## config.mk

```make
export PLATFORM = sky130hd
export DESIGN_NAME = psp_ctrl
export DESIGN_NICKNAME = d
export VERILOG_FILES = /design/src/psp_pkg.sv /design/src/psp_ctrl.sv
export VERILOG_INCLUDE_DIRS = /design/src /design/src/src
export SDC_FILE = /design/constraint.sdc
export NUM_CORES = 1
export LEC_CHECK = 0
export BUFFER_PORTS_ARGS = -buffer_cell sky130_fd_sc_hd__buf_2
export CAP_MARGIN = 40
export CORE_MARGIN = 3
export CORE_UTILIZATION = 43
export CTS_CLUSTER_DIAMETER = 40
export CTS_CLUSTER_SIZE = 25
export DETAILED_ROUTE_END_ITERATION = 8
export PLACE_DENSITY = 0.67
export SETUP_SLACK_MARGIN = 0.02
export SLEW_MARGIN = 20
export SYNTH_ARGS = -nofsm -noshare
export SYNTH_HDL_FRONTEND = slang
export SYNTH_SLANG_ARGS = --single-unit
```

## constraint.sdc

```tcl
create_clock -name clk_i -period 1.4 [get_ports clk_i]
set_input_delay 0.21 -clock clk_i [delete_from_list [all_inputs] [get_ports clk_i]]
set_output_delay 0.21 -clock clk_i [all_outputs]
set_load 0.01 [all_outputs]
```

## src/polyphonic_sample_player_defines.svh

```systemverilog
`ifndef POLYPHONIC_SAMPLE_PLAYER_DEFINES_SVH
`define POLYPHONIC_SAMPLE_PLAYER_DEFINES_SVH

// same-cycle implication, sampled on clk_i, off while rst_ni is low
`define PSP_ASSERT_IMP(lbl, ante, cons, msg) \
  lbl: assert property (@(posedge clk_i) disable iff (!rst_ni) (ante) |-> (cons)) \
    else $error(msg);

// next-cycle implication, sampled on clk_i, off while rst_ni is low
`define PSP_ASSERT_NXT(lbl, ante, cons, msg) \
  lbl: assert property (@(posedge clk_i) disable iff (!rst_ni) (ante) |=> (cons)) \
    else $error(msg);

`endif

```

## src/psp_pkg.sv

```systemverilog
`default_nettype none

package psp_pkg;

  localparam int VOICES_DEF      = 16;
  localparam int STORE_DEPTH_DEF = 65536;

  typedef enum logic [1:0] {
    KIND_LOAD     = 2'd0,
    KIND_NOTE_ON  = 2'd1,
    KIND_NOTE_OFF = 2'd2,
    KIND_TICK     = 2'd3
  } kind_e;

  localparam logic CFG_SAMPLE_LENGTH = 1'b0;
  localparam logic CFG_RATE_RATIO    = 1'b1;

  localparam logic [15:0] SAMPLE_LENGTH_RST = 16'd0;
  localparam logic [17:0] RATE_RATIO_RST    = 18'd65536;

  // 0.30 in q0.16
  localparam logic [15:0] SCALE_Q16 = 16'd19661;

  // round(2^(k/12) * 65536)
  localparam logic [16:0] SEMITONE_Q16 [12] = '{
    17'd65536, 17'd69433, 17'd73562, 17'd77936, 17'd82570, 17'd87480,
    17'd92682, 17'd98193, 17'd104032, 17'd110218, 17'd116772, 17'd123715
  };

  typedef struct packed {
    logic [6:0]  note;
    logic [31:0] pos;
    logic [23:0] step;
  } voice_t;

  typedef struct packed {
    logic accept;
    logic step_mul;
    logic step_shift;
    logic sweep_rd;
    logic scale;
    logic emit;
  } psp_cmd_t;

  typedef struct packed {
    logic out_busy;
  } psp_sts_t;

  function automatic logic [3:0] note_octave(input logic [6:0] note);
    logic [3:0] oct;
    oct = 4'd0;
    for (int i = 1; i <= 10; i++) begin
      if (note >= 7'(12 * i)) oct = oct + 4'd1;
    end
    return oct;
  endfunction

  function automatic logic [3:0] note_semitone(input logic [6:0] note);
    logic [6:0] base;
    base = {3'b0, note_octave(note)} * 7'd12;
    return 4'(note - base);
  endfunction

endpackage

`default_nettype wire

```

## src/psp_ctrl.sv

```systemverilog
`default_nettype none

`include "polyphonic_sample_player_defines.svh"

module psp_ctrl
  import psp_pkg::*;
#(
  parameter int VOICES = VOICES_DEF,
  localparam int VW = (VOICES > 1) ? $clog2(VOICES) : 1
) (
  input  wire logic          clk_i,
  input  wire logic          rst_ni,
  input  wire logic          in_valid_i,
  input  wire logic [1:0]    in_kind_i,
  output logic               in_ready_o,
  output psp_cmd_t           cmd_o,
  output logic     [VW-1:0]  voice_idx_o,
  input  wire psp_sts_t      sts_i
);

  typedef enum logic [3:0] {
    S_IDLE,
    S_MUL,
    S_SHIFT,
    S_NSWEEP,
    S_NDRAIN,
    S_TSWEEP,
    S_TDRAIN1,
    S_TDRAIN2,
    S_SCALE,
    S_EMIT
  } state_e;

  localparam logic [VW-1:0] LAST_VOICE = VW'(VOICES - 1);

  state_e          state_q;
  logic   [VW-1:0] cnt_q;
  logic            accept;

  assign in_ready_o  = (state_q == S_IDLE);
  assign accept      = in_valid_i && in_ready_o;
  assign voice_idx_o = cnt_q;

  always_comb begin
    cmd_o            = '0;
    cmd_o.accept     = accept;
    cmd_o.step_mul   = (state_q == S_MUL);
    cmd_o.step_shift = (state_q == S_SHIFT);
    cmd_o.sweep_rd   = (state_q == S_NSWEEP) || (state_q == S_TSWEEP);
    cmd_o.scale      = (state_q == S_SCALE);
    cmd_o.emit       = (state_q == S_EMIT) && !sts_i.out_busy;
  end

  always_ff @(posedge clk_i or negedge rst_ni) begin
    if (!rst_ni) begin
      state_q <= S_IDLE;
      cnt_q   <= '0;
    end else begin
      case (state_q)
        S_IDLE: begin
          cnt_q <= '0;
          if (accept) begin
            case (kind_e'(in_kind_i))
              KIND_NOTE_ON:  state_q <= S_MUL;
              KIND_NOTE_OFF: state_q <= S_NSWEEP;
              KIND_TICK:     state_q <= S_TSWEEP;
              default:       state_q <= S_IDLE;
            endcase
          end
        end
        S_MUL:   state_q <= S_SHIFT;
        S_SHIFT: state_q <= S_NSWEEP;
        S_NSWEEP: begin
          if (cnt_q == LAST_VOICE) state_q <= S_NDRAIN;
          else cnt_q <= cnt_q + VW'(1);
        end
        S_NDRAIN: state_q <= S_IDLE;
        S_TSWEEP: begin
          if (cnt_q == LAST_VOICE) state_q <= S_TDRAIN1;
          else cnt_q <= cnt_q + VW'(1);
        end
        S_TDRAIN1: state_q <= S_TDRAIN2;
        S_TDRAIN2: state_q <= S_SCALE;
        S_SCALE:   state_q <= S_EMIT;
        S_EMIT: begin
          if (!sts_i.out_busy) state_q <= S_IDLE;
        end
        default: state_q <= S_IDLE;
      endcase
    end
  end

  `PSP_ASSERT_NXT(a_tick_starts_sweep, accept && (in_kind_i == KIND_TICK), (state_q == S_TSWEEP) && (cnt_q == '0), "tick did not start a voice walk at voice 0")
  `PSP_ASSERT_IMP(a_shift_after_mul, state_q == S_SHIFT, $past(state_q) == S_MUL, "step shift without a preceding multiply")
  `PSP_ASSERT_NXT(a_drain_to_scale, state_q == S_TDRAIN2, state_q == S_SCALE, "tick drain did not reach scaling")

endmodule

`default_nettype wire

```

==> results.cfg, run 1 <==
[clock_network]
clock_sinks = 8
clock_path_buffers = 2
cts_max_level = 1
cts_buffers = 3
root_buffer = clkbuf_4
clock_latency_ns = 0.27
clk_pin_slew_ns = 0.06
tritoncts = built

[sta]
grt_setup_unrepaired = yes
setup_viol = 12
worst_slack_ns = -0.375
whs_ns = 0.229
layout_min_cycle_time_ns = 1.77
clock_skew_ns = 0.00579
fmax_mhz = 563
tightestPinTransition_ns = 0.320
finalHoldViolCount = 0
finalSetupTns_ns = -3.01
relSlewSlack_pct = 78.6
fin_crit_sh_pct = 127
slew_violations = 0

[die]
start_util_pct = 48.7
rows = 12
dieArea_um2 = 1820
pin_count = 17
core_area_um2 = 1190
die_y_um = 42.7
die_x_um = 42.7

[logic_synthesis]
syn_area_um2 = 578
syn_inst = 59
ys_seq_area_share_pct = 34.6
async_reset_ff_share_pct = 100
ys_types = 33
yosys_warnings = 0
synthFlopType = dfrtp_1
synth_nets = 66
synth_enable_flop_cells = 0
synth.ff_latch_count = 8
postSynthAreaPerCell_um2 = 9.80

[worst_setup_path]
worstPathRequired_ns = 1.19
max_stage_delay_ns = 0.56
crit_type = reg -> out
critPathCaptureType = output port
critPathMaxFanout = 3
cp.arrival_ns = 1.56
crit_path_start_kind = register
cp_slowest_cell = or4_4
crit_chain = or4_4 > inv_4 > and2_4 > buf_6

[worst_hold_path]
hold_class = in -> reg

[global_route]
grt_pass1_wl_mm = 3.19
grt_max_degree = 12
grt_pass1_vias = 634
overflow = 0
antenna_found_initial = 0
grt_usage_pct = 24.3

[run_status]
status = finished with violations
violations = negative setup slack

[layout]
num_antenna_cells = 0
fin_area_um2 = 1050
area_delta_synth_final_pct = 81.2
nNetsFinal = 116
drive_gt1_share_pct = 70.1

[place]
placed_area_um2 = 766
hpwl_mm = 1.01
finalWeightedCongestion = 0.798
portBuffers = 16
pre_cts_ws_ns = -0.123

[detailed_routing]
vias_per_cell = 5.84
drcViolationCount = 0
wl_per_cell_um = 17.9
first_iter_violations = 17
vias = 707
drt.antenna.violating_nets = 0
drt_pass1_iterations = 4
routed_wl_mm = 2.17

[pwr]
power_mw = 2.88
vdd_drop_max_v = 0.00156
pwr_density_cell_nw_per_um2 = 2750
p_leak_nw = 0.506

[run]
drv_cap = 0
==> layout make-up <==
type | instances | area (um2)
clock buffer | 3 | 22.5
fill | 55 | 139
inverter | 1 | 6.26
multi-input combinational | 44 | 420
sequential | 8 | 204
tap | 14 | 17.5
timing repair buffer | 51 | 377
==> layout by cell type (no fill, tap or decap), types with 2 or more instances in the layout <==
cell       n
a21oi_1    4
buf_2     14
buf_4     30
buf_6      5
clkbuf_4   3
dfrtp_1    5
dfrtp_2    3
mux2_4     2
nand3_1    4
nor2_1     2
nor2b_1    2
o21ai_1    3
o31ai_1    2
==> sequential cells by signal, summed over array words and instances, names as in the netlist <==
name,flops
state_q,4
voice_idx_o,4
==> stage by stage <==
stage / util [%] / instances
2_1_floorplan: - / 59
3_3_place_gp: 64.6 / 97
3_5_place_dp: 64.6 / 97
4_1_cts: 82.2 / 117
5_1_grt: 88.3 / 121
6_report: 88.3 / 121
==> cell usage after synthesis, types with 2 or more instances <==
cell type | count | area share [%]
nor2_1 | 3 | 1.9
nand2_1 | 2 | 1.3
mux2_4 | 2 | 5.2
dfrtp_1 | 8 | 35
nor2b_1 | 2 | 2.2
buf_2 | 3 | 2.6
nor4b_1 | 2 | 3.0
clkbuf_1 | 2 | 1.3
a21oi_1 | 4 | 3.5
nand3_1 | 5 | 4.3
o31ai_1 | 3 | 3.9
o21ai_1 | 2 | 1.7
==> what timing repair did <==
| item | CTS | global route |
|---|---|---|
| resized for setup | 13 | 10 |
| hold buffers | 1 | 0 |
| hold endpoints to repair | 8 | 0 |
| setup buffers | 16 | 4 |
| endpoints found under the setup margin | 13 | 14 |
| pin swaps | 8 | 6 |
==> critical path: cells and delay by family, from the launching register on <==
family,cells,cell delay (ns)
buffers and inverters,2,0.18
and+or+nand+nor,2,0.70
DFF,1,0.42
==> logic make-up (layout without fill, tap and decap cells) <==
kind of cell,count (synthesis),count (layout),share of synthesized area (%)
and+or+nand+nor,25,25,31.6
AOI/OAI and AO/OA,15,15,19.0
DFF,8,8,34.6
buffers and inverters,7,55,5.84
muxes,2,2,5.20
adders and majority gates,1,1,2.16
xor gates and xnor gates,1,1,1.52
==> worst paths after layout <==
kind                                start             end  cells after the start  slack (ns)
max                            state_q[1]        cmd_o[5]                      4       -0.37
max in group asynchronous          rst_ni      state_q[1]                      2        0.86
min reg2reg                voice_idx_o[3]  voice_idx_o[3]                      1        0.55
max reg2reg                    state_q[1]      state_q[0]                     10       -0.28
min                                 sts_i      state_q[3]                      3        0.23
min in group asynchronous          rst_ni  voice_idx_o[3]                      2        0.34
==> metal layers <==
metal / wire (um) / global-route usage (%)
met5: 0 / 0
met4: 43 / 13.0
met3: 88 / 2.54
met2: 1190 / 43.4
met1: 842 / 27.5
==> report_power, final <==
| part | total (mW) | switching [mW] | internal (mW) |
|---|---|---|---|
| Clock | 0.198 | 0.0989 | 0.0994 |
| Combinational | 2.26 | 0.970 | 1.29 |
| Sequential | 0.427 | 0.0941 | 0.333 |
Power figures use the tool's default switching activity.
==> run 2, diff against run 1 <==
==> constraint.sdc (replaced) <==
create_clock -name clk_i -period 1.4 [get_ports clk_i]
set_input_delay 0.21 -clock clk_i [delete_from_list [all_inputs] [get_ports clk_i]]
set_output_delay 0.21 -clock clk_i [all_outputs]
set_load 0.1 [all_outputs]
==> run 2 against run 1 <==
- the run now fails in clock tree synthesis (4_1_cts)
- area after synthesis unchanged
- synthesized cell count unchanged
==> results.cfg, run 2 <==
[logic_synthesis]
ys_types = 33
synthFlopType = dfrtp_1
synth_nets = 66
synth_top_cell_area_share_pct = 34.6
async_reset_ff_share_pct = 100
netlist_top_cells_count = 8 x dfrtp_1, 5 x nand3_1, 4 x a21oi_1
postSynthAreaPerCell_um2 = 9.80
synth_area_leaders = dfrtp_1 35%, mux2_4 5.2%, nand4bb_4 4.8%
syn_inst = 59
yosys_warnings = 0
synth_top_area_cell = dfrtp_1
ys_seq_area_share_pct = 34.6
synth_enable_flop_cells = 0
synth_most_common_cell = dfrtp_1
synth.ff_latch_count = 8
syn_area_um2 = 578

[clock_network]
root_buffer = clkbuf_4
cts_hold_buf = 1
clock_sinks = 8
cts_max_level = 1
cts_buffers = 3
cts_resized = 13
clock_path_buffers = 2
cts_setup_buffers = 14

[place]
hpwl_mm = 1.25
portBuffers = 16
dp_cells = 98
finalWeightedCongestion = 0.741
placed_area_um2 = 997

[die]
die_y_um = 42.7
pin_count = 17
die_x_um = 42.7
start_util_pct = 48.7
rows = 12

[run_status]
stop_error = [ERROR DPL-0038] Utilization greater than 100%, impossible to legalize
stop_stage = clock tree synthesis (4_1_cts)
status = did not finish
-- run 2: stage by stage --
step	utilization [%]	setup WS (ns)	setup TNS [ns]	hold WS, ns
2_1_floorplan	-	-0.535	-3.83	-0.0856
3_3_place_gp	84.1	-0.189	-1.05	0.0631
3_5_place_dp	84.1	-0.210	-1.35	0.0662
-- run 2: cell families after synthesis --
kind of cell	share of synthesized area [%]
multiplexers	5.20
XOR/XNOR	1.52
AND/OR/NAND/NOR	31.6
adder cells (fa/ha/maj)	2.16
AO/OA/AOI/OAI	19.0
flip-flops	34.6
buffers and inverters	5.84
==> run 3, diff against run 2 <==
--- a/config.mk
+++ b/config.mk
@@ -8,13 +8,10 @@
 export LEC_CHECK = 0
 export BUFFER_PORTS_ARGS = -buffer_cell sky130_fd_sc_hd__buf_2
 export CAP_MARGIN = 40
-export CORE_MARGIN = 3
-export CORE_UTILIZATION = 43
-export CTS_CLUSTER_DIAMETER = 40
-export CTS_CLUSTER_SIZE = 25
+export CORE_AREA = 3 3 64 66
 export DETAILED_ROUTE_END_ITERATION = 8
-export PLACE_DENSITY = 0.67
-export SETUP_SLACK_MARGIN = 0.02
+export DIE_AREA = 0 0 67 69
+export PLACE_DENSITY_LB_ADDON = 0.15
 export SLEW_MARGIN = 20
 export SYNTH_ARGS = -nofsm -noshare
 export SYNTH_HDL_FRONTEND = slang
==> constraint.sdc (replaced) <==
create_clock -name clk_i -period 1.82 [get_ports clk_i]
set_input_delay 0.273 -clock clk_i [delete_from_list [all_inputs] [get_ports clk_i]]
set_output_delay 0.273 -clock clk_i [all_outputs]
set_load 0.1 [all_outputs]
==> run 3 against run 2 <==
- the flow now finishes, with violations (negative setup slack)
==> results.cfg, run 3 (synthesized netlist as in run 1, its figures left out) <==
[worst_setup_path]
critPathMaxFanout = 2
cp_slowest_cell = or4_4
critical-path-top-delay-family = simple AND/OR/NAND/NOR gates
path_buf_inv = 2
crit_type = reg -> out
critPathCaptureType = output port
crit_chain = or4_4 > inv_12 > and2_4 > buf_12
worstPathRequired_ns = 1.55
cp.arrival_ns = 1.56
crit_path_start_kind = register
max_stage_delay_ns = 0.60

[global_route]
use_met2_pct = 10.4
grt_pass1_wl_mm = 2.64
antenna_found_initial = 0
grt_usage_pct = 7.25
grt_pass1_vias = 555
grt.met1_usage_pct = 9.84
grt.busiest_layer = met2
grt_max_degree = 17
overflow = 0
use_met3_pct = 2.12

[clock_network]
clock_latency_ns = 0.23
clk_pin_slew_ns = 0.04
cts_max_level = 1
cts_buffers = 3
tritoncts = built
clock_path_buffers = 2
root_buffer = clkbuf_8
clock_sinks = 8

[detailed_routing]
vias_per_cell = 4.12
vias = 535
wl_per_cell_um = 11.3
drt.antenna.violating_nets = 0
drt_pass1_iterations = 4
drcViolationCount = 0
routed_wl_mm = 1.47
first_iter_violations = 6

[die]
dieArea_um2 = 4620
die_y_um = 69
pin_count = 17
die_x_um = 67
core_area_um2 = 3630
rows = 22
start_util_pct = 15.9

[place]
hpwl_mm = 1.10
pre_cts_ws_ns = 0.141
finalWeightedCongestion = 0.681
portBuffers = 16

[sta]
layout_min_cycle_time_ns = 1.84
grt_setup_unrepaired = yes
finalSetupTns_ns = -0.0166
tightestPinTransition_ns = 0.485
setup_viol = 1
fin_crit_sh_pct = 101
fmax_mhz = 544
clock_skew_ns = 0.00231
slew_violations = 0
finalHoldViolCount = 0
whs_ns = 0.390
worst_slack_ns = -0.0166
relSlewSlack_pct = 67.9

[layout]
fin_util_pct = 27.1
drive_gt1_share_pct = 53.7
num_antenna_cells = 0
nNetsFinal = 90
layout.cells.most_common = buf_2
final_cell_mix = 9 x buf_2, 7 x buf_12, 6 x buf_4
area_delta_synth_final_pct = 70.1

[run_status]
status = finished with violations
violations = negative setup slack

[run]
drv_cap = 0

[worst_hold_path]
hold_class = in -> reg
[run 3: cell type report]
| type | count | area [um2] |
|---|---|---|
| Fill cell | 390 | 2650 |
| Multi-Input combinational cell | 44 | 394 |
| Timing Repair Buffer | 25 | 263 |
| Sequential cell | 8 | 205 |
| Tap cell | 48 | 60.1 |
| Clock buffer | 4 | 45.0 |
| Inverter | 1 | 16.3 |
[run 3: through the flow]
stage / cells / instance area (um2)
2_1_floorplan: 59 / 673
5_1_grt: 130 / 983
4_1_cts: 130 / 976
3_3_place_gp: 122 / 896
6_report: 130 / 983
3_5_place_dp: 122 / 896
[run 3: per-layer routing]
layer / up-vias / wire length, um
li1: 267 / -
met1: 252 / 719
met2: 16 / 695
met3: 0 / 57
met4: 0 / 0
met5: - / 0
[run 3: path summary, 6_finish.rpt]
kind | cells past startpoint | slack, ns | start | endpoint
min | 3 | 0.39 | sts_i | state_q[3]
min reg2reg | 1 | 0.51 | voice_idx_o[0] | voice_idx_o[0]
max reg2reg | 5 | 0.21 | state_q[2] | state_q[2]
min in group asynchronous | 2 | 0.41 | rst_ni | state_q[2]
max in group asynchronous | 2 | 1.23 | rst_ni | voice_idx_o[2]
max | 4 | -0.02 | state_q[0] | cmd_o[5]
[run 3: what timing repair did]
| action | 4_1_cts | 5_1_grt |
|---|---|---|
| hold endpoints to repair | 8 | 0 |
| pin swaps | 3 | 2 |
| gates resized for setup | 1 | 2 |
| setup endpoints to repair | 2 | 3 |
| buffers inserted | 3 | 0 |
| hold buffers | 1 | 0 |
[run 3: worst reg2reg max path, delay by kind of cell, from the launching register on]
kind,cells,cell delay [ns]
AO/OA/AOI/OAI,1,0.12
XOR/XNOR,1,0.17
buffers and inverters,1,0.17
flip-flops,1,0.39
multiplexers,1,0.33
AND/OR/NAND/NOR,1,0.30
Power of run 3 is not shown: default switching activity piles up to over one toggle a cycle in this logic, so the estimate is an artifact.
==> run 4, diff against run 3 <==
--- a/config.mk
+++ b/config.mk
@@ -11,6 +11,7 @@
 export CORE_AREA = 3 3 64 66
 export DETAILED_ROUTE_END_ITERATION = 8
 export DIE_AREA = 0 0 67 69
+export GPL_TIMING_DRIVEN = 0
 export PLACE_DENSITY_LB_ADDON = 0.15
 export SLEW_MARGIN = 20
 export SYNTH_ARGS = -nofsm -noshare
==> run 4 against run 3 <==
- the run still ends with negative setup slack left
- utilization is 0.24 points lower
- wire length is 1.1% higher
- count of clock-buffer cells in the layout stayed put
==> results.cfg, run 4 (synthesized netlist as in run 1, its figures left out) <==
[run_status]
status = finished with violations
violations = negative setup slack

[detailed_routing]
vias = 562
first_iter_violations = 14
routed_wl_mm = 1.49
vias_per_cell = 4.19
drt.antenna.violating_nets = 0
drcViolationCount = 0
drt_pass1_iterations = 4
wl_per_cell_um = 11.1

[layout]
nNetsFinal = 94
layout.cells.most_common = buf_4
fin_cells = 134
fin_util_pct = 26.8
final_cell_mix = 10 x buf_4, 9 x buf_2, 5 x buf_6, 5 x nand3_1
area_delta_synth_final_pct = 68.6
nFillCells = 399
regArea_um2 = 205
multi_input_area_um2 = 397
drive_gt1_share_pct = 57.0
num_antenna_cells = 0

[die]
start_util_pct = 15.9
pin_count = 17
die_x_um = 67
rows = 22
core_area_um2 = 3630
dieArea_um2 = 4620
die_y_um = 69

[sta]
setup_viol = 2
slew_violations = 0
layout_min_cycle_time_ns = 1.96
finalHoldViolCount = 0
worst_slack_ns = -0.141
clock_skew_ns = 0.00164
fmax_mhz = 510
relSlewSlack_pct = 67.6
fin_crit_sh_pct = 108
grt_setup_unrepaired = yes
tightestPinTransition_ns = 0.489

[worst_setup_path]
critPathCaptureType = output port
path_buf_inv = 3
crit_path_start_kind = register
crit_type = reg -> out
worstPathRequired_ns = 1.55
r2r_end = state_q[0]
critical-path-top-delay-family = simple AND/OR/NAND/NOR gates
max_stage_delay_ns = 0.59
critPathMaxFanout = 6
cp.arrival_ns = 1.69
crit-reg2reg-launch = state_q[0]
crit_chain = buf_6 > or4_4 > inv_12 > and2_4 > buf_12
rr_worst_depth = 6
worst-path-stages = 5
cp_slowest_cell = or4_4
r2r_setup_slack_ns = 0.17

[clock_network]
clk_pin_slew_ns = 0.04
clock_sinks = 8
clock_path_buffers = 2
root_buffer = clkbuf_8
cts_buffers = 3
clock_latency_ns = 0.23
cts_max_level = 1
tritoncts = built

[worst_hold_path]
hold_class = in -> reg
whs_path_depth = 3
min_from = sts_i
holdPathEnd = state_q[3]

[global_route]
grt_pass1_wl_mm = 2.60
antenna_found_initial = 0
grt_usage_pct = 7.22
overflow = 0
grt_pass1_vias = 539
grt_max_degree = 11

[run]
drv_cap = 0

[place]
dp_cells = 123
portBuffers = 16
finalWeightedCongestion = 0.682
pre_cts_ws_ns = -0.425
hpwl_mm = 1.13
## run 4: cell count changes in the layout (fill, tap and decap cells not counted)
cell,before,now
clkbuf_2,0,1
nor2_1,2,1
nor2_2,1,2
buf_4,6,10
buf_6,2,5
buf_12,7,3
## run 4: metrics by stage
step,hold slack [ns],instance area (um2),setup TNS [ns]
after floorplan,-0.0226,673,-0.681
after global placement,0.135,813,-0.593
after detailed placement,0.130,813,-0.589
after CTS,0.405,952,-0.295
after global routing,0.450,975,-0.330
final,0.399,975,-0.255
## run 4: per-layer routing
layer / share of wire [%] / up-vias / track usage (%)
met3: 7.4 / 2 / 2.12
li1: - / 280 / -
met1: 49 / 264 / 10.2
met4: 1.3 / 0 / 4.05
met5: 0 / - / 0
met2: 42 / 16 / 9.50
## run 4: area by class of cell
type	count	share of cell area, %
Inverter	1	1.67
Timing Repair Buffer	25	22.2
Tap cell	48	6.16
Clock buffer	4	4.62
Buffer	4	3.59
Multi-Input combinational cell	44	40.7
Sequential cell	8	21.1
## run 4: timing repair
| item | 4_1_cts | 5_1_grt |
|---|---|---|
| hold endpoints to repair | 8 | 0 |
| gates resized for setup | 18 | 7 |
| pin swaps | 2 | 2 |
| endpoints found under the setup margin | 7 | 7 |
| setup buffers | 6 | 2 |
| hold buffers | 1 | 0 |
## run 4: tightest hold or removal path: stages
cell     delay, ns
buf_2         0.10
nor2b_1       0.05
o21ai_0       0.16
## run 4: worst max path at each step
stage	startpoint	endpoint	slack [ns]
detailed placement	state_q[2]	cmd_o[5]	-0.42
floorplan	state_q[0]	cmd_o[3]	-0.18
global route	state_q[0]	cmd_o[5]	-0.18
finish	state_q[0]	cmd_o[5]	-0.14
CTS	state_q[2]	cmd_o[5]	-0.16
global placement	state_q[2]	cmd_o[5]	-0.42
Power of run 4 is left out for the same reason.
